===== src/hdl/velocity_command_frame_receiver_top_macros.svh =====
// assertion macros for the command frame receiver
// used by velocity_command_frame_receiver_top, expects i_clk and i_rst_n in scope
`ifndef VELOCITY_COMMAND_FRAME_RECEIVER_TOP_MACROS_SVH
`define VELOCITY_COMMAND_FRAME_RECEIVER_TOP_MACROS_SVH

// same-cycle implication
`define VCFR_ASSERT_NOW(lbl, ante, cons, msg) \
    lbl: assert property (@(posedge i_clk) disable iff (!i_rst_n) (ante) |-> (cons)) \
        else $error(msg);

// next-cycle implication
`define VCFR_ASSERT_NEXT(lbl, ante, cons, msg) \
    lbl: assert property (@(posedge i_clk) disable iff (!i_rst_n) (ante) |=> (cons)) \
        else $error(msg);

`endif


===== src/hdl/vcfr_pkg.sv =====
// shared types and constants for the command frame receiver
// no dependencies
`timescale 1ns / 1ps

package vcfr_pkg;

    localparam int unsigned FRAME_LEN = 11;
    localparam int unsigned POS_W     = 4;

    localparam logic [POS_W-1:0] POS_HEAD  = 4'd0;
    localparam logic [POS_W-1:0] POS_X_HI  = 4'd3;
    localparam logic [POS_W-1:0] POS_X_LO  = 4'd4;
    localparam logic [POS_W-1:0] POS_Y_HI  = 4'd5;
    localparam logic [POS_W-1:0] POS_Y_LO  = 4'd6;
    localparam logic [POS_W-1:0] POS_Z_HI  = 4'd7;
    localparam logic [POS_W-1:0] POS_Z_LO  = 4'd8;
    localparam logic [POS_W-1:0] POS_CHECK = 4'd9;
    localparam logic [POS_W-1:0] POS_TAIL  = 4'd10;

    localparam int unsigned CFG_IDX_W  = 2;
    localparam int unsigned CFG_DATA_W = 16;

    localparam logic [CFG_IDX_W-1:0] CFG_HEADER = 2'd0;
    localparam logic [CFG_IDX_W-1:0] CFG_TAIL   = 2'd1;
    localparam logic [CFG_IDX_W-1:0] CFG_DELAY  = 2'd2;

    localparam logic [7:0]  RST_HEADER = 8'd123;
    localparam logic [7:0]  RST_TAIL   = 8'd125;
    localparam logic [15:0] RST_DELAY  = 16'd1000;

    typedef enum logic [1:0] {
        ST_OK   = 2'd0,
        ST_TAIL = 2'd1,
        ST_XOR  = 2'd2
    } t_status;

    typedef struct packed {
        t_status            status;
        logic signed [15:0] speed_x;
        logic signed [15:0] speed_y;
        logic signed [15:0] speed_z;
    } t_frame;

endpackage


===== src/hdl/vcfr_front.sv =====
// front end: config registers, startup gate, byte position, running xor, frame classification
// depends on vcfr_pkg
`timescale 1ns / 1ps

module vcfr_front (
    input  logic                                i_clk,
    input  logic                                i_rst_n,
    input  logic                                i_cfg_we,
    input  logic [vcfr_pkg::CFG_IDX_W-1:0]      i_cfg_idx,
    input  logic [vcfr_pkg::CFG_DATA_W-1:0]     i_cfg_data,
    input  logic                                i_valid,
    output logic                                o_ready,
    input  logic [7:0]                          i_rx_byte,
    input  logic [15:0]                         i_elapsed_ticks,
    input  logic                                i_q_full,
    output logic                                o_push,
    output vcfr_pkg::t_frame                    o_frame
);

    logic [7:0]                    r_header_byte;
    logic [7:0]                    r_tail_byte;
    logic [15:0]                   r_startup_delay;
    logic [vcfr_pkg::POS_W-1:0]    r_pos, n_pos;
    logic [7:0]                    r_xor, n_xor;
    logic                          r_xor_ok, n_xor_ok;
    logic signed [15:0]            r_sx, n_sx;
    logic signed [15:0]            r_sy, n_sy;
    logic signed [15:0]            r_sz, n_sz;
    logic                          w_take;

    assign o_ready = ~i_q_full;
    assign w_take  = i_valid & o_ready & (i_elapsed_ticks >= r_startup_delay);

    always_ff @(posedge i_clk) begin
        if (!i_rst_n) begin
            r_header_byte   <= vcfr_pkg::RST_HEADER;
            r_tail_byte     <= vcfr_pkg::RST_TAIL;
            r_startup_delay <= vcfr_pkg::RST_DELAY;
        end else if (i_cfg_we) begin
            unique case (i_cfg_idx)
                vcfr_pkg::CFG_HEADER: r_header_byte   <= i_cfg_data[7:0];
                vcfr_pkg::CFG_TAIL:   r_tail_byte     <= i_cfg_data[7:0];
                vcfr_pkg::CFG_DELAY:  r_startup_delay <= i_cfg_data[15:0];
                default: ;
            endcase
        end
    end

    always_comb begin
        n_pos    = r_pos;
        n_xor    = r_xor;
        n_xor_ok = r_xor_ok;
        n_sx     = r_sx;
        n_sy     = r_sy;
        n_sz     = r_sz;
        o_push   = 1'b0;
        if (w_take) begin
            n_xor = r_xor ^ i_rx_byte;
            unique case (r_pos)
                vcfr_pkg::POS_HEAD: begin
                    n_xor = i_rx_byte;
                    n_pos = (i_rx_byte == r_header_byte) ? r_pos + 4'd1 : r_pos;
                end
                vcfr_pkg::POS_X_HI: n_sx[15:8] = i_rx_byte;
                vcfr_pkg::POS_X_LO: n_sx[7:0]  = i_rx_byte;
                vcfr_pkg::POS_Y_HI: n_sy[15:8] = i_rx_byte;
                vcfr_pkg::POS_Y_LO: n_sy[7:0]  = i_rx_byte;
                vcfr_pkg::POS_Z_HI: n_sz[15:8] = i_rx_byte;
                vcfr_pkg::POS_Z_LO: n_sz[7:0]  = i_rx_byte;
                vcfr_pkg::POS_CHECK: begin
                    n_xor    = r_xor;
                    n_xor_ok = (r_xor == i_rx_byte);
                end
                vcfr_pkg::POS_TAIL: begin
                    n_xor  = r_xor;
                    o_push = 1'b1;
                end
                default: ;
            endcase
            if (r_pos == vcfr_pkg::POS_TAIL) begin
                n_pos = vcfr_pkg::POS_HEAD;
            end else if (r_pos != vcfr_pkg::POS_HEAD) begin
                n_pos = r_pos + 4'd1;
            end
        end
    end

    always_comb begin
        o_frame.speed_x = r_sx;
        o_frame.speed_y = r_sy;
        o_frame.speed_z = r_sz;
        if (i_rx_byte != r_tail_byte) begin
            o_frame.status = vcfr_pkg::ST_TAIL;
        end else if (!r_xor_ok) begin
            o_frame.status = vcfr_pkg::ST_XOR;
        end else begin
            o_frame.status = vcfr_pkg::ST_OK;
        end
    end

    always_ff @(posedge i_clk) begin
        if (!i_rst_n) begin
            r_pos <= vcfr_pkg::POS_HEAD;
        end else begin
            r_pos <= n_pos;
        end
    end

    always_ff @(posedge i_clk) begin
        r_xor    <= n_xor;
        r_xor_ok <= n_xor_ok;
        r_sx     <= n_sx;
        r_sy     <= n_sy;
        r_sz     <= n_sz;
    end

endmodule


===== src/hdl/vcfr_queue.sv =====
// short frame queue between front and back end
// depends on vcfr_pkg
`timescale 1ns / 1ps

module vcfr_queue #(
    parameter int unsigned DEPTH = 2
) (
    input  logic             i_clk,
    input  logic             i_rst_n,
    input  logic             i_push,
    input  vcfr_pkg::t_frame i_data,
    output logic             o_full,
    output logic             o_valid,
    output vcfr_pkg::t_frame o_data,
    input  logic             i_pop
);

    localparam int unsigned AW = (DEPTH > 1) ? $clog2(DEPTH) : 1;
    localparam int unsigned CW = $clog2(DEPTH + 1);
    localparam logic [AW-1:0] LAST = AW'(DEPTH - 1);
    localparam logic [CW-1:0] FULL = CW'(DEPTH);

    vcfr_pkg::t_frame r_mem [DEPTH];
    logic [AW-1:0]    r_wr, n_wr;
    logic [AW-1:0]    r_rd, n_rd;
    logic [CW-1:0]    r_cnt, n_cnt;
    logic             w_push;
    logic             w_pop;

    assign o_full  = (r_cnt == FULL);
    assign o_valid = (r_cnt != '0);
    assign o_data  = r_mem[r_rd];
    assign w_push  = i_push & ~o_full;
    assign w_pop   = i_pop & o_valid;

    always_comb begin
        n_wr  = r_wr;
        n_rd  = r_rd;
        n_cnt = r_cnt;
        if (w_push) begin
            n_wr = (r_wr == LAST) ? '0 : r_wr + AW'(1);
        end
        if (w_pop) begin
            n_rd = (r_rd == LAST) ? '0 : r_rd + AW'(1);
        end
        case ({w_push, w_pop})
            2'b10:   n_cnt = r_cnt + CW'(1);
            2'b01:   n_cnt = r_cnt - CW'(1);
            default: n_cnt = r_cnt;
        endcase
    end

    always_ff @(posedge i_clk) begin
        if (!i_rst_n) begin
            r_wr  <= '0;
            r_rd  <= '0;
            r_cnt <= '0;
        end else begin
            r_wr  <= n_wr;
            r_rd  <= n_rd;
            r_cnt <= n_cnt;
        end
    end

    always_ff @(posedge i_clk) begin
        if (w_push) begin
            r_mem[r_wr] <= i_data;
        end
    end

endmodule


===== src/hdl/vcfr_back.sv =====
// back end: result formatting and output register
// depends on vcfr_pkg
`timescale 1ns / 1ps

module vcfr_back (
    input  logic               i_clk,
    input  logic               i_rst_n,
    input  logic               i_q_valid,
    input  vcfr_pkg::t_frame   i_q_data,
    output logic               o_pop,
    output logic               o_valid,
    input  logic               i_ready,
    output logic [1:0]         o_frame_status,
    output logic signed [15:0] o_speed_x,
    output logic signed [15:0] o_speed_y,
    output logic signed [15:0] o_speed_z
);

    logic               r_valid, n_valid;
    vcfr_pkg::t_status  r_status;
    logic signed [15:0] r_sx;
    logic signed [15:0] r_sy;
    logic signed [15:0] r_sz;
    logic               w_ok;

    assign o_pop = i_q_valid & (~r_valid | i_ready);
    assign w_ok  = (i_q_data.status == vcfr_pkg::ST_OK);

    always_comb begin
        n_valid = r_valid;
        if (o_pop) begin
            n_valid = 1'b1;
        end else if (i_ready) begin
            n_valid = 1'b0;
        end
    end

    always_ff @(posedge i_clk) begin
        if (!i_rst_n) begin
            r_valid <= 1'b0;
        end else begin
            r_valid <= n_valid;
        end
    end

    always_ff @(posedge i_clk) begin
        if (o_pop) begin
            r_status <= i_q_data.status;
            r_sx     <= w_ok ? i_q_data.speed_x : 16'sd0;
            r_sy     <= w_ok ? i_q_data.speed_y : 16'sd0;
            r_sz     <= w_ok ? i_q_data.speed_z : 16'sd0;
        end
    end

    assign o_valid        = r_valid;
    assign o_frame_status = r_status;
    assign o_speed_x      = r_sx;
    assign o_speed_y      = r_sy;
    assign o_speed_z      = r_sz;

endmodule


===== src/hdl/velocity_command_frame_receiver_top.sv =====
// top level of the velocity command frame receiver
// depends on vcfr_pkg, vcfr_front, vcfr_queue, vcfr_back and the assertion macro header
`timescale 1ns / 1ps
`include "velocity_command_frame_receiver_top_macros.svh"

// Takes one received byte per cycle with its tick count; bytes below the startup delay are
// dropped. An 11-byte frame starting with the header byte is checked for its tail byte and
// the xor of bytes 0 to 8 against byte 9, and yields one result beat with status and three
// big-endian signed velocities (zero when rejected). Sustained rate is one byte per clock:
// position, running xor and speed bytes update in a single register stage. After its last byte,
// a result is written to the frame queue, then to the output register. Input ready drops only
// when the frame queue of QUEUE_DEPTH entries is full because the output side is stalled.
module velocity_command_frame_receiver_top #(
    parameter int unsigned QUEUE_DEPTH = 2
) (
    input  logic                            i_clk,
    input  logic                            i_rst_n,
    input  logic                            i_cfg_we,
    input  logic [vcfr_pkg::CFG_IDX_W-1:0]  i_cfg_idx,
    input  logic [vcfr_pkg::CFG_DATA_W-1:0] i_cfg_data,
    input  logic                            i_in_valid,
    output logic                            o_in_ready,
    input  logic [7:0]                      i_rx_byte,
    input  logic [15:0]                     i_elapsed_ticks,
    output logic                            o_out_valid,
    input  logic                            i_out_ready,
    output logic [1:0]                      o_frame_status,
    output logic signed [15:0]              o_speed_x,
    output logic signed [15:0]              o_speed_y,
    output logic signed [15:0]              o_speed_z
);

    logic             w_push;
    logic             w_full;
    vcfr_pkg::t_frame w_push_frame;
    logic             w_q_valid;
    vcfr_pkg::t_frame w_q_frame;
    logic             w_pop;

    vcfr_front u_front (
        .i_clk           (i_clk),
        .i_rst_n         (i_rst_n),
        .i_cfg_we        (i_cfg_we),
        .i_cfg_idx       (i_cfg_idx),
        .i_cfg_data      (i_cfg_data),
        .i_valid         (i_in_valid),
        .o_ready         (o_in_ready),
        .i_rx_byte       (i_rx_byte),
        .i_elapsed_ticks (i_elapsed_ticks),
        .i_q_full        (w_full),
        .o_push          (w_push),
        .o_frame         (w_push_frame)
    );

    vcfr_queue #(
        .DEPTH (QUEUE_DEPTH)
    ) u_queue (
        .i_clk   (i_clk),
        .i_rst_n (i_rst_n),
        .i_push  (w_push),
        .i_data  (w_push_frame),
        .o_full  (w_full),
        .o_valid (w_q_valid),
        .o_data  (w_q_frame),
        .i_pop   (w_pop)
    );

    vcfr_back u_back (
        .i_clk          (i_clk),
        .i_rst_n        (i_rst_n),
        .i_q_valid      (w_q_valid),
        .i_q_data       (w_q_frame),
        .o_pop          (w_pop),
        .o_valid        (o_out_valid),
        .i_ready        (i_out_ready),
        .o_frame_status (o_frame_status),
        .o_speed_x      (o_speed_x),
        .o_speed_y      (o_speed_y),
        .o_speed_z      (o_speed_z)
    );

    // rejected frames carry zero velocities
    `VCFR_ASSERT_NOW(a_reject_zero, o_out_valid && (o_frame_status != vcfr_pkg::ST_OK), (o_speed_x == 16'sd0) && (o_speed_y == 16'sd0) && (o_speed_z == 16'sd0), "rejected frame with nonzero speed")
    // a queued frame with an empty output register is presented next cycle
    `VCFR_ASSERT_NEXT(a_drain, w_q_valid && !o_out_valid, o_out_valid, "queued frame not moved to output")
    // a new result beat always comes from the queue
    `VCFR_ASSERT_NEXT(a_src, !w_q_valid, !o_out_valid || $stable(o_frame_status), "result beat without queued frame")

endmodule


===== config.mk =====
export PLATFORM = sky130hd
export DESIGN_NAME = velocity_command_frame_receiver_top
export DESIGN_NICKNAME = d
export VERILOG_FILES = /design/src/hdl/vcfr_pkg.sv /design/src/hdl/vcfr_front.sv /design/src/hdl/vcfr_queue.sv /design/src/hdl/vcfr_back.sv /design/src/hdl/velocity_command_frame_receiver_top.sv
export VERILOG_INCLUDE_DIRS = /design/src /design/src/hdl
export SDC_FILE = /design/constraint.sdc
export NUM_CORES = 1
export LEC_CHECK = 0
export BUFFER_PORTS_ARGS = -buffer_cell sky130_fd_sc_hd__buf_2
export CAP_MARGIN = 5
export CORE_ASPECT_RATIO = 0.75
export CORE_MARGIN = 3
export CORE_UTILIZATION = 45
export CTS_CLUSTER_DIAMETER = 80
export DETAILED_ROUTE_END_ITERATION = 8
export SYNTH_ARGS = -nofsm -noshare
export SYNTH_HDL_FRONTEND = slang
export SYNTH_SLANG_ARGS = --single-unit

===== constraint.sdc =====
create_clock -name i_clk -period 5.7 [get_ports i_clk]
set_clock_uncertainty 0.15 [all_clocks]
set_input_delay 1.14 -clock i_clk [delete_from_list [all_inputs] [get_ports i_clk]]
set_output_delay 1.14 -clock i_clk [all_outputs]
set_load 0.005 [all_outputs]

# Yosys cells after proc, flatten, opt, wreduce, memory -nomap -nowiden

Memories as Yosys holds them, arrays and structs flattened. A register that Yosys moved wholly into a read port is not among the register bits.
Index checks and enable logic that the tools add are counted.

Flip-flop bits (word level): 148
Memory bits (writable): 100
Bits of input ports: 47
Output and inout port bits: 52
Logic and storage cells: 93
Memories: 1

Memories:

| name          | depth | bits a word | read ports | clocked after Yosys merged registers in | write ports | line             | RTL |
|---|---|---|---|---|---|---|---|
| u_queue.r_mem | 2     | 50          | 1          | 1                                       | 1           | vcfr_queue.sv:23 | `vcfr_pkg::t_frame r_mem [DEPTH];` |

Add/sub/neg operators: 5
$lt $le $gt $ge: 1
Equality and inequality tests: 16
Mux-type cells: 18
Bitwise gates (word level): 10
Reductions and logical operators: 22

Operators with widths:

| kind                | count |
|---|---|
| $reduce_and 2->1    | 11 |
| $eq 4x3->1 const B  | 4 |
| $eq 8x8->1          | 2 |
| $ge 16x16->1        | 1 |
| $mux 4              | 4 |
| $pmux 8 s2          | 1 |
| $eq 4x4->1 const B  | 3 |
| $mux 1              | 10 |
| $ne 8x8->1          | 1 |
| $xor 8x8->8         | 1 |
| $eq 2x2->1 const B  | 3 |
| $reduce_bool 2->1   | 3 |
| $reduce_bool 3->1   | 2 |
| $and 1x1->1         | 5 |
| $add 4x1->4 const B | 1 |
| $eq 2x1->1 const B  | 2 |
| $eq 4x2->1 const B  | 1 |
| $logic_not 2->1     | 2 |
| $logic_not 4->1     | 1 |
| $mux 2              | 2 |
| $pmux 2 s2          | 1 |
| $reduce_bool 4->1   | 1 |
| $not 1->1           | 3 |
| $reduce_and 3->1    | 1 |
| 5 further kinds     | 6 |

# Logic depth before layout (Yosys ltp)

Gate-level depths: netlist of run 1.

Depth after elaboration: 8
Mapped depth: 11
Mapped depth without buffers: 11

# By module

From an unflattened synthesis of run 1, not the netlist that was laid out.

Cells, all modules: 639
Area total of the unflattened synthesis: 9,685.5 µm²

By module, submodules not included:

| module     | instances | cells each | area an instance (µm²) | sequential area each (µm²) |
|---|---|---|---|---|
| vcfr_front | 1         | 349        | 3,931.3                | 2,432.3 |
| vcfr_queue | 1         | 182        | 3,833.7                | 3,103.0 |
| vcfr_back  | 1         | 108        | 1,920.6                | 1,521.5 |

# Least setup slack after synthesis of run 1

No wires, ideal clock.

Path type: input-to-reg
Start point: input i_elapsed_ticks[11]
End point: memory u_queue.r_mem[0][0] (netlist name), enable pin
Library setup time: 0.458 ns
Data arrival time: 4.666 ns
Data required time: 5.092 ns
Setup slack: 0.426 ns
Stages on the path: 7
Buffers on the path: 0
Cell sequence: ha_1 nand4_2 or3b_4 a31oi_4 o311a_2 nand3b_2 nor2_1

Longest elaborated chain between the ends: 6

Ends and longest elaborated chain:

| what                         | line                                      | RTL |
|---|---|---|
| from (decl)                  | velocity_command_frame_receiver_top.sv:24 | `input logic [15:0] i_elapsed_ticks,` |
| $ge 16x16->1                 | vcfr_front.sv:32                          | `assign w_take = i_valid & o_ready & (i_elapsed_ticks >= r_startup_delay);` |
| $and 1x1->1                  | vcfr_front.sv:32                          |  |
| $mux 1                       | vcfr_front.sv:57                          | `if (w_take) begin` |
| $and 1x1->1                  | vcfr_queue.sv:33                          | `assign w_push = i_push & ~o_full;` |
| $mux 1                       | vcfr_queue.sv:66                          | `if (w_push) begin` |
| $mux 1 (implied by the code) | vcfr_queue.sv:67                          | `r_mem[r_wr] <= i_data;` |
| to (decl)                    | vcfr_queue.sv:23                          |  |

Every way passes these cells.

# Final worst setup path of run 1

Start point: input i_elapsed_ticks[7]
End point: memory u_queue.r_mem[0][26] (netlist name), enable pin

Same word-level chain as after synthesis.

==> impl_metrics.csv, run 1 <==
group,metric,value,unit
run_status,status,"complete, no violations",
placement,port_buffers,98,
routing,drt-total-wl,17.3,mm
logic_synthesis,yosysWarnings,0,
logic_synthesis,synth_nets,696,
pwr,peakVddDrop,0.000200,V
routing,drcViolationCount,0,
critical_path,crit_arrival,3.54,ns
clocking,clkTransAtPathRegs,0.06,ns
clocking,cts_made_buffers,25,
die,die_w,173,um
die,die_h,131,um
pwr,p_leak,0.00389,uW
timing,setup_violations,0,
critical_path,cpMaxStageDelayCell,"buf_4",
routing,vias,5169,
clocking,postCtsSetupBuffers,0,
critical_path,critPathMaxStageDelay,0.55,ns
logic_synthesis,ys_types,42,
cells_and_area,syn_to_final_growth,17.4,%
cells_and_area,final_core_util,54.2,%
routing,ant_nets,0,
logic_synthesis,synth.avg_cell_area,14.9,sq um
timing,tightestPinTransition,0.985,ns
global_routing,antenna_found_initial,0,
cells_and_area,fin_nets,805,
clocking,cts_resized,0,
critical_path,critPathLaunchType,"input port",
placement,dp_hpwl,11.2,mm
critical_path,crit_type,"input port to flip-flop",
logic_synthesis,synth-seq-cells,249,
critical_path,cp_max_fo,50,
global_routing,grt_start_max_net_pins,52,
clocking,htreeDepth,1,
critical_path,end_kind,"flip-flop",
timing,max_freq,282,MHz
critical_path,path_cells,"buf_2 > ha_1 > and3_1 > nand2_1 > a2111oi_2 > o311a_2 > nand3b_2 > nor2_4 > buf_4",
critical_path,cp_data_required_time,5.69,ns
pwr,seq_power_share,52.0,%
pwr,p_clk_share,38.4,%
routing,avgRoutedWirePerCell,16.6,um
pwr,swShare,22.3,%
timing,relSlewSlack,33.9,%
die,io_pins,99,
global_routing,grt-ovfl-total,0,
routing,drt_pass1_iterations,4,
clocking,ctsHoldBuffers,0,
timing,hold_slack,0.292,ns
timing,fin_crit,3.55,ns
logic_synthesis,async_flop_share,0,%
timing,finalSetupTns,0,ns
timing,hold_viol,0,
clocking,clock-sinks,249,
min_path,min_path_type,"flip-flop to flip-flop",
pwr,powerDensity,370,mW/mm^2
timing,maxSlewViolCount,0,
timing,fin_crit_sh,62.3,%
routing,drt-initial-drc-count,374,
clocking,clk_path_buf_depth,3,
clocking,clock_latency,0.51,ns
global_routing,grt_use_total,15.1,%
pwr,p_sw,914,uW
placement,gp_congestion,0.819,
job,maxCapViolCount,0,
die,design.core.area,0.0204,sq mm
clocking,clock-root-buffer,"clkbuf_16",
die,die_area,0.0227,sq mm
pwr,combPwrFrac,9.5,%
logic_synthesis,synthCells,632,
logic_synthesis,synth_edf_count,207,
pwr,power.internal,3180,uW
logic_synthesis,yosysSeqAreaShare,75.0,%
global_routing,grt_pass1_vias,5269,
die,start_util,46.2,%
timing,rsz0062_at_grt,"false",
routing,viasPerCell,4.96,
logic_synthesis,netlist_area,0.00941,sq mm
die,rows,45,
pwr,power.total,4090,uW
cells_and_area,drive_gt1_share,20.6,%
clocking,cts_tree,"built",
logic_synthesis,dominantRegCellSynth,"edfxtp_1",
global_routing,grt_pass1_wl,27.5,mm
==> final timing paths <==
kind,cells past startpoint,startpoint,to,slack (ns)
setup reg to reg,9,u_front.r_startup_delay[7],u_queue.r_mem[0][26],2.49
setup / recovery,9,i_elapsed_ticks[7],u_queue.r_mem[0][26],2.15
hold reg to reg,0,u_front.r_sz[13],u_queue.r_mem[0][13],0.29
hold / removal,0,u_front.r_sz[13],u_queue.r_mem[0][13],0.29
==> synth_stat cells (all sizes together), types with 14 or more instances <==
master	instances	area share [%]
xor2	17	1.6
inv	20	0.80
clkbuf	21	0.84
a21oi	21	1.1
ha	17	2.3
dfxtp	42	8.9
nor2	66	2.6
nand2	78	3.1
mux2i	49	5.2
xnor2	18	1.7
edfxtp	207	66
nand3	14	0.74
==> cell usage in the layout, fill, tap and decap left out, types with 3 or more instances in the layout <==
cell	netlist	routed
a211oi_1	3	3
a21oi_1	21	21
buf_2	1	98
buf_4	0	7
clkbuf_1	21	7
clkbuf_16	0	27
clkinv_1	0	5
dfxtp_1	42	41
edfxtp_1	207	207
ha_1	17	17
inv_1	20	20
mux2i_1	49	49
nand2_1	78	78
nand3_1	14	14
nand4_1	3	3
nor2_1	66	63
nor2_4	0	3
nor2b_1	3	3
nor3_1	3	3
nor4_1	5	4
o211ai_1	8	8
o21ai_0	6	6
or3_1	3	3
xnor2_1	18	18
xor2_1	17	17
==> logic make-up (layout without fill, tap and decap cells) <==
kind of cell | after synthesis | count (layout) | synth area share [%]
other | 0 | 1 | 0
xor gates and xnor gates | 35 | 35 | 3.26
muxes | 51 | 51 | 5.45
DFF | 249 | 249 | 75.0
buffers and inverters | 43 | 170 | 1.73
and+or+nand+nor | 190 | 190 | 8.87
AOI/OAI and AO/OA | 47 | 47 | 3.48
adders and majority gates | 17 | 17 | 2.26
==> critical path, delay by kind of cell <==
| family | cells | cell delay, ns |
|---|---|---|
| and+or+nand+nor | 4 | 0.55 |
| adders and majority gates | 1 | 0.31 |
| buffers and inverters | 2 | 0.65 |
| AOI/OAI and AO/OA | 2 | 0.84 |
==> through the flow <==
stage | cells | worst slack (ns) | cell area, sq um
finish | 1042 | 2.15 | 11100
detailed placement | 996 | 1.59 | 10300
global route | 1041 | 1.87 | 11000
global placement | 996 | 1.67 | 10300
CTS | 1041 | 2.12 | 11000
floorplan | 632 | 0.426 | 9410
==> final cells by class <==
| type | instances | area (sq um) |
|---|---|---|
| repair buffers | 105 | 543 |
| multi-input cells | 340 | 2220 |
| clock buffers | 36 | 729 |
| flip-flops and latches | 249 | 7060 |
| diodes | 1 | 2.50 |
| clock inverters | 9 | 67.6 |
| inverters | 20 | 75.1 |
| well taps | 282 | 353 |
| fillers | 1665 | 9330 |
==> flip-flops by register name, indices dropped and copies added (netlist names), 2 cells and up, named ones only <==
name                     flops
u_queue.r_mem              100
u_back.o_speed_x            16
u_back.o_speed_y            16
u_back.o_speed_z            16
u_front.r_startup_delay     16
u_front.r_sx                16
u_front.r_sy                16
u_front.r_sz                16
u_front.r_header_byte        8
u_front.r_tail_byte          8
u_front.r_xor                8
u_front.r_pos                4
u_back.o_frame_status        2
u_queue.r_cnt                2
==> routing by layer <==
metal	GRT usage (%)	vias up	wire [um]
li1	-	2507	-
met1	20.9	2503	8090
met2	24.9	127	8040
met3	2.63	32	770
met4	4.01	0	426
met5	0	-	0
==> power groups by stage <==
stage	registers, uW	logic [uW]	clock network (uW)
4_1_cts	2130	400	1600
3_5_place_dp	2170	399	0
5_1_grt	2140	435	1680
3_3_place_gp	2170	391	0
2_1_floorplan	2160	247	0
6_report	2130	391	1570
Power figures use the tool's default switching activity.
==> run 2: changes to the inputs <==
PLACE_DENSITY = 0.66   (was unset)
clock period = 2.9 ns   (was 5.7 ns; I/O delays follow)
==> run 2 against run 1 <==
  * The run now ends with setup timing left
  * Critical path depth grew 2
  * Total power grew 97%
  * Combinational power grew 120%
  * Sequential power grew 95%
  * Core utilization grew 1.5 points
  * Sequential share of layout area shrank 1.7 points
  * Sequential cell count is the same
  * Clock power grew 94%
  * Setup slack lost 2.2 ns
  * Critical path type is now flip-flop to flip-flop
==> impl_metrics.csv, run 2 (synthesized netlist as in run 1, its figures left out) <==
group,metric,value,unit
routing,avgRoutedWirePerCell,17.0,um
pwr,p_leak,0.00399,uW
global_routing,grt_use_total,15.5,%
placement,dp.cells,1013,
placement,dp_hpwl,12.1,mm
timing,max_freq,344,MHz
cells_and_area,top_register,"u_queue.r_mem",
routing,dr.max_layer_used,"met4",
cells_and_area,largest_register_ffs,100,
cells_and_area,drive_gt1_share,24.8,%
die,die_area,0.0227,sq mm
routing,drt-total-wl,18.0,mm
routing,viasPerCell,5.01,
clocking,clk_path_buf_depth,3,
die,io_pins,99,
routing,drcViolationCount,0,
critical_path,critPathLaunchType,"flip-flop",
timing,relSlewSlack,32.0,%
critical_path,critPathMaxStageDelay,0.39,ns
global_routing,grt_pass1_wl,28.3,mm
timing,fin_crit,2.91,ns
pwr,peakVddDrop,0.000385,V
cells_and_area,mostFrequentLayoutCells,"207 x edfxtp_1, 98 x buf_2, 78 x nand2_1",
routing,drt-initial-drc-count,383,
routing,drt-met1-wl,8.05,mm
die,design.core.area,0.0204,sq mm
timing,tightestPinTransition,1.02,ns
die,rows,45,
timing,setup_ws,-0.00680,ns
cells_and_area,final_area,0.0114,sq mm
cells_and_area,nFillCells,1632,
clocking,cts_made_buffers,25,
job,maxCapViolCount,0,
routing,ant_nets,0,
timing,maxSlewViolCount,0,
critical_path,crit_arrival,3.18,ns
clocking,cts_tree,"built",
cells_and_area,layout_commonest_cell,"edfxtp_1",
global_routing,antenna_found_initial,0,
clocking,clock-root-buffer,"clkbuf_16",
timing,hold_viol,0,
critical_path,critPathMostFrequentCell,"ha_1",
timing,rsz0062_at_grt,"true",
placement,postPlaceCellArea,0.0105,sq mm
clocking,clock_latency,0.51,ns
die,die_w,173,um
timing,setup_violations,1,
placement,gp_congestion,0.813,
routing,vias,5303,
routing,wl_met2,8.59,mm
die,die_h,131,um
timing,fin_crit_sh,100,%
critical_path,cpMaxStageDelayCell,"o311a_4",
pwr,powerDensity,709,mW/mm^2
run_status,status,"finished with violations",
clocking,clock-sinks,249,
global_routing,grt-ovfl-total,0,
critical_path,cp_max_fo,5,
placement,port_buffers,98,
timing,finalSetupTns,-0.00680,ns
cells_and_area,fin_nets,824,
clocking,clkTransAtPathRegs,0.06,ns
routing,wl_met3,991,um
cells_and_area,antenna_cells,0,
routing,drt_pass1_iterations,5,
critical_path,cp_data_required_time,3.17,ns
cells_and_area,final_core_util,55.8,%
min_path,min_path_type,"input port to flip-flop",
clocking,htreeDepth,1,
cells_and_area,syn_to_final_growth,20.7,%
global_routing,grt_pass1_vias,5368,
critical_path,crit_type,"flip-flop to flip-flop",
cells_and_area,fin_cells,1059,
die,start_util,46.2,%
global_routing,grt_start_max_net_pins,52,
critical_path,end_kind,"flip-flop",
critical_path,path_cells,"inv_1 > ha_1 > nor2b_2 > o31ai_2 > a2111oi_4 > buf_4 > o311a_4 > nand3b_4 > ha_1 > or3_4 > a21oi_2",
run_status,violations,"setup timing",
==> run 2: cell count changes in the layout (fill, tap and decap cells not counted), moves of 3 or more <==
cell	change
nor2_1	-3
ha_1	-6
nor2_2	+3
ha_4	+6
buf_4	+15
==> run 2: timing repair <==
item | CTS | global route
hold buffers | 0 | 0
setup buffers | 1 | 1
cloned | 0 | 0
gates resized for setup | 6 | 7
setup endpoints to repair | 49 | 117
pin swaps | 2 | 3
==> run 2: layout make-up <==
cell class | count | area, sq um | area share, %
Multi-Input combinational cell | 340 | 2390 | 21.0
Tap cell | 282 | 353 | 3.10
Clock buffer | 34 | 669 | 5.89
Inverter | 20 | 75.1 | 0.661
Timing Repair Buffer | 124 | 718 | 6.32
Clock inverter | 10 | 103 | 0.903
Sequential cell | 249 | 7060 | 62.1
==> run 2: path summary, 6_finish.rpt <==
path	end	cells after the start	from	slack, ns
max	u_queue.r_cnt[1]	11	u_front.r_startup_delay[1]	-0.007
min reg2reg	u_queue.r_mem[1][46]	0	u_front.r_sx[14]	0.29
min	u_front.r_startup_delay[8]	3	i_cfg_data[8]	0.14
max reg2reg	u_queue.r_cnt[1]	11	u_front.r_startup_delay[1]	-0.007
==> run 2: per-stage QoR <==
| step | total power (uW) | hold WS [ns] | setup WS [ns] |
|---|---|---|---|
| 2_1_floorplan | 4750 | 0.271 | -0.337 |
| 3_3_place_gp | 5060 | 0.272 | -0.304 |
| 3_5_place_dp | 5090 | 0.280 | -0.420 |
| 4_1_cts | 8130 | 0.133 | 0.00293 |
| 5_1_grt | 8330 | 0.164 | -0.0982 |
| 6_report | 8050 | 0.145 | -0.00680 |
==> run 2: metal layers <==
layer	track usage [%]	vias up
met3	3.21	29
met1	20.9	2574
met2	25.8	159
met4	4.19	0
met5	0	-
li1	-	2541
==> run 2: worst max-delay path, delay by kind of cell (launching register included) <==
kind | cells | cell delay [ns]
buffers and inverters | 2 | 0.20
DFF | 1 | 0.34
AOI/OAI and AO/OA | 4 | 0.96
adders and majority gates | 2 | 0.54
and+or+nand+nor | 3 | 0.64
==> run 2: report_power, final <==
group	switching (uW)	internal (uW)	leakage (uW)	total, uW
clock network	1260	1790	0.000376	3050
registers	57.0	4100	0.00222	4150
logic	499	351	0.00139	849
total	1820	6240	0.00399	8050
==> run 3: changes to the inputs <==
ABC_AREA = 1   (was unset)
==> run 3 against run 2 <==
  * First-iteration DRC count rose by 3.1%
  * The run now ends clean
  * Core utilization is 1.1 points lower
  * Sequential cell count did not move
  * Highest routed layer is now met5
  * Setup slack improved by 0.48 ns
  * Synthesized area increased by 1.6%
  * Cell area fell by 1.1%
  * Worst hold slack worse by 0.0091 ns
  * Non-clock buffer count decreased by 5
  * Critical path type unchanged
  * Wire length increased by 0.75%
==> impl_metrics.csv, run 3 <==
group,metric,value,unit
logic_synthesis,yosys.area.top_type_share,65.0,%
critical_path,cp_max_fo,10,
timing,relSlewSlack,52.0,%
global_routing,grt-ovfl-total,0,
clocking,cts_made_buffers,24,
logic_synthesis,synth.avg_cell_area,13.1,sq um
clocking,clock-root-buffer,"clkbuf_16",
critical_path,worstReg2RegEnd,"u_queue.r_cnt[1]",
min_path,min_path_type,"input port to flip-flop",
placement,gp_congestion,0.800,
cells_and_area,fin_cells,1149,
die,start_util,46.6,%
min_path,whs_path_depth,3,
critical_path,path_cells,"inv_1 > ha_1 > nand2_1 > o21ai_0 > a21oi_1 > nand2_4 > nand3_4 > ha_1 > a21oi_1 > o21ai_0 > o21ai_0 > a21oi_1",
logic_synthesis,synth_nets,796,
cells_and_area,antenna_cells,0,
logic_synthesis,async_flop_share,0,%
timing,setup_ws,0.476,ns
routing,avgRoutedWirePerCell,15.8,um
global_routing,grt_pass1_vias,5524,
placement,pre_cts_ws,0.135,ns
cells_and_area,final_core_util,54.7,%
logic_synthesis,synth.most_common_cell,"edfxtp_1",
min_path,hp-start,"i_cfg_data[9]",
timing,setup_violations,0,
logic_synthesis,synth_edf_count,207,
timing,hold_viol,0,
critical_path,crit_arrival,2.67,ns
global_routing,antenna_found_initial,2,
cells_and_area,top_register,"u_queue.r_mem",
clocking,clock-sinks,249,
routing,drt-total-wl,18.1,mm
die,rows,45,
global_routing,grt_use_total,15.8,%
placement,dp_hpwl,11.4,mm
cells_and_area,fin_nets,917,
global_routing,grt_start_max_net_pins,55,
die,die_w,174,um
critical_path,reg2reg_setup_slack,0.48,ns
logic_synthesis,netlist_top_cells_area,"edfxtp_1 65%, dfxtp_1 8.8%, nand2_1 7.3%",
timing,fin_crit_sh,83.6,%
global_routing,grt_pass1_wl,28.9,mm
clocking,clk_path_buf_depth,3,
timing,finalSetupTns,0,ns
die,die_h,132,um
critical_path,critPathLaunchType,"flip-flop",
timing,fin_crit,2.42,ns
die,io_pins,99,
routing,ant_nets,0,
timing,maxSlewViolCount,0,
timing,max_freq,412,MHz
cells_and_area,syn_to_final_growth,17.5,%
cells_and_area,layout_commonest_cell,"edfxtp_1",
logic_synthesis,yosysSeqAreaShare,73.8,%
critical_path,r2r_start,"u_front.r_startup_delay[11]",
critical_path,end_kind,"flip-flop",
critical_path,path_buf_inv,1,
cells_and_area,nFillCells,1736,
clocking,clock_latency,0.51,ns
timing,rsz0062_at_grt,"false",
cells_and_area,drive_gt1_share,22.1,%
clocking,cts_resized,0,
critical_path,crit_family,"compound AO/OA/AOI/OAI gates",
logic_synthesis,netlist_area,0.00957,sq mm
logic_synthesis,ys_types,33,
cells_and_area,largest_register_ffs,100,
critical_path,critPathMaxStageDelay,0.33,ns
pwr,peakVddDrop,0.000680,V
routing,drcViolationCount,0,
routing,drt_pass1_iterations,5,
routing,vias,5652,
routing,viasPerCell,4.92,
timing,tightestPinTransition,0.720,ns
placement,port_buffers,98,
placement,dp.cells,1109,
job,maxCapViolCount,0,
logic_synthesis,synth-seq-cells,249,
pwr,p_leak,0.00427,uW
logic_synthesis,yosysWarnings,0,
critical_path,crit_type,"flip-flop to flip-flop",
critical_path,r2r_cells,12,
die,design.core.area,0.0206,sq mm
logic_synthesis,dominantRegCellSynth,"edfxtp_1",
logic_synthesis,synth_top_cells_by_count,"207 x edfxtp_1, 187 x nand2_1, 52 x a21oi_1",
clocking,cts_tree,"built",
min_path,min_to,"u_front.r_startup_delay[9]",
pwr,powerDensity,798,mW/mm^2
logic_synthesis,yosysTopAreaCell,"edfxtp_1",
clocking,postCtsSetupBuffers,0,
clocking,htreeDepth,1,
critical_path,cpMaxStageDelayCell,"ha_1",
cells_and_area,mostFrequentLayoutCells,"207 x edfxtp_1, 187 x nand2_1, 98 x buf_2",
logic_synthesis,synthCells,732,
clocking,clkTransAtPathRegs,0.06,ns
routing,drt-initial-drc-count,395,
die,die_area,0.0231,sq mm
clocking,ctsHoldBuffers,0,
timing,hold_slack,0.136,ns
critical_path,cp_data_required_time,3.15,ns
run_status,status,"complete, no violations",
## run 3: cell types whose count changed in the layout (fill, tap and decap cells not counted), moves of 17 or more
cell and change:
nand2_1 +109, o21ai_0 +17, nor2_1 -26, a21oi_2 +18, a21oi_1 +32, mux2i_1 -49
inv_1 +27
## run 3: per-stage QoR
stage	total power (uW)	area, sq um
finish	8970	11200
global route	9410	11200
CTS	9080	11200
global placement	6110	10500
detailed placement	6140	10500
floorplan	5540	9590
## run 3: worst max-delay path by stage
| stage | start | endpoint | depth (start not counted) |
|---|---|---|---|
| floorplan | i_elapsed_ticks[11] | u_queue.r_mem[1][0] | 7 |
| global placement | i_elapsed_ticks[11] | u_queue.r_cnt[1] | 12 |
| detailed placement | i_elapsed_ticks[11] | u_queue.r_cnt[1] | 12 |
| CTS | u_front.r_startup_delay[11] | u_queue.r_cnt[1] | 12 |
| global route | u_front.r_startup_delay[11] | u_queue.r_cnt[1] | 12 |
| finish | u_front.r_startup_delay[11] | u_queue.r_cnt[1] | 12 |
## run 3: final cells by class
| cell class | count | area [sq um] | share of cell area [%] |
|---|---|---|---|
| timing repair buffer | 119 | 698 | 6.21 |
| multi-input combinational | 409 | 2210 | 19.7 |
| clock inverter | 11 | 111 | 0.991 |
| tap | 282 | 353 | 3.14 |
| clock buffer | 29 | 619 | 5.51 |
| inverter | 50 | 191 | 1.70 |
| sequential | 249 | 7060 | 62.8 |
## run 3: routing by layer
layer / part of all wire (%) / vias to the layer above / global-route usage, %
li1: - / 2780 / -
met1: 47 / 2690 / 21.9
met2: 45 / 136 / 24.9
met3: 5.8 / 42 / 3.68
met4: 2.9 / 4 / 4.87
met5: 0.12 / - / 0
## run 3: report_power, final
| part | switching [uW] | internal [uW] |
|---|---|---|
| Sequential | 91.2 | 4370 |
| Combinational | 1050 | 522 |
| Clock | 1240 | 1690 |
| Total | 2380 | 6580 |
## run 3: kinds of logic after synthesis
logic type                 count (synthesis)  share of synthesized area, %
and+or+nand+nor                          264                          11.8
DFF                                      249                          73.8
AOI/OAI and AO/OA                        104                          6.66
buffers and inverters                     74                          3.35
xor gates and xnor gates                  23                          2.11
adders and majority gates                 17                          2.22
muxes                                      1                         0.144
## run 3: tightest hold or removal path, stage by stage
cell,delay [ns]
buf_2,0.07
nand2_1,0.04
o211ai_1,0.06
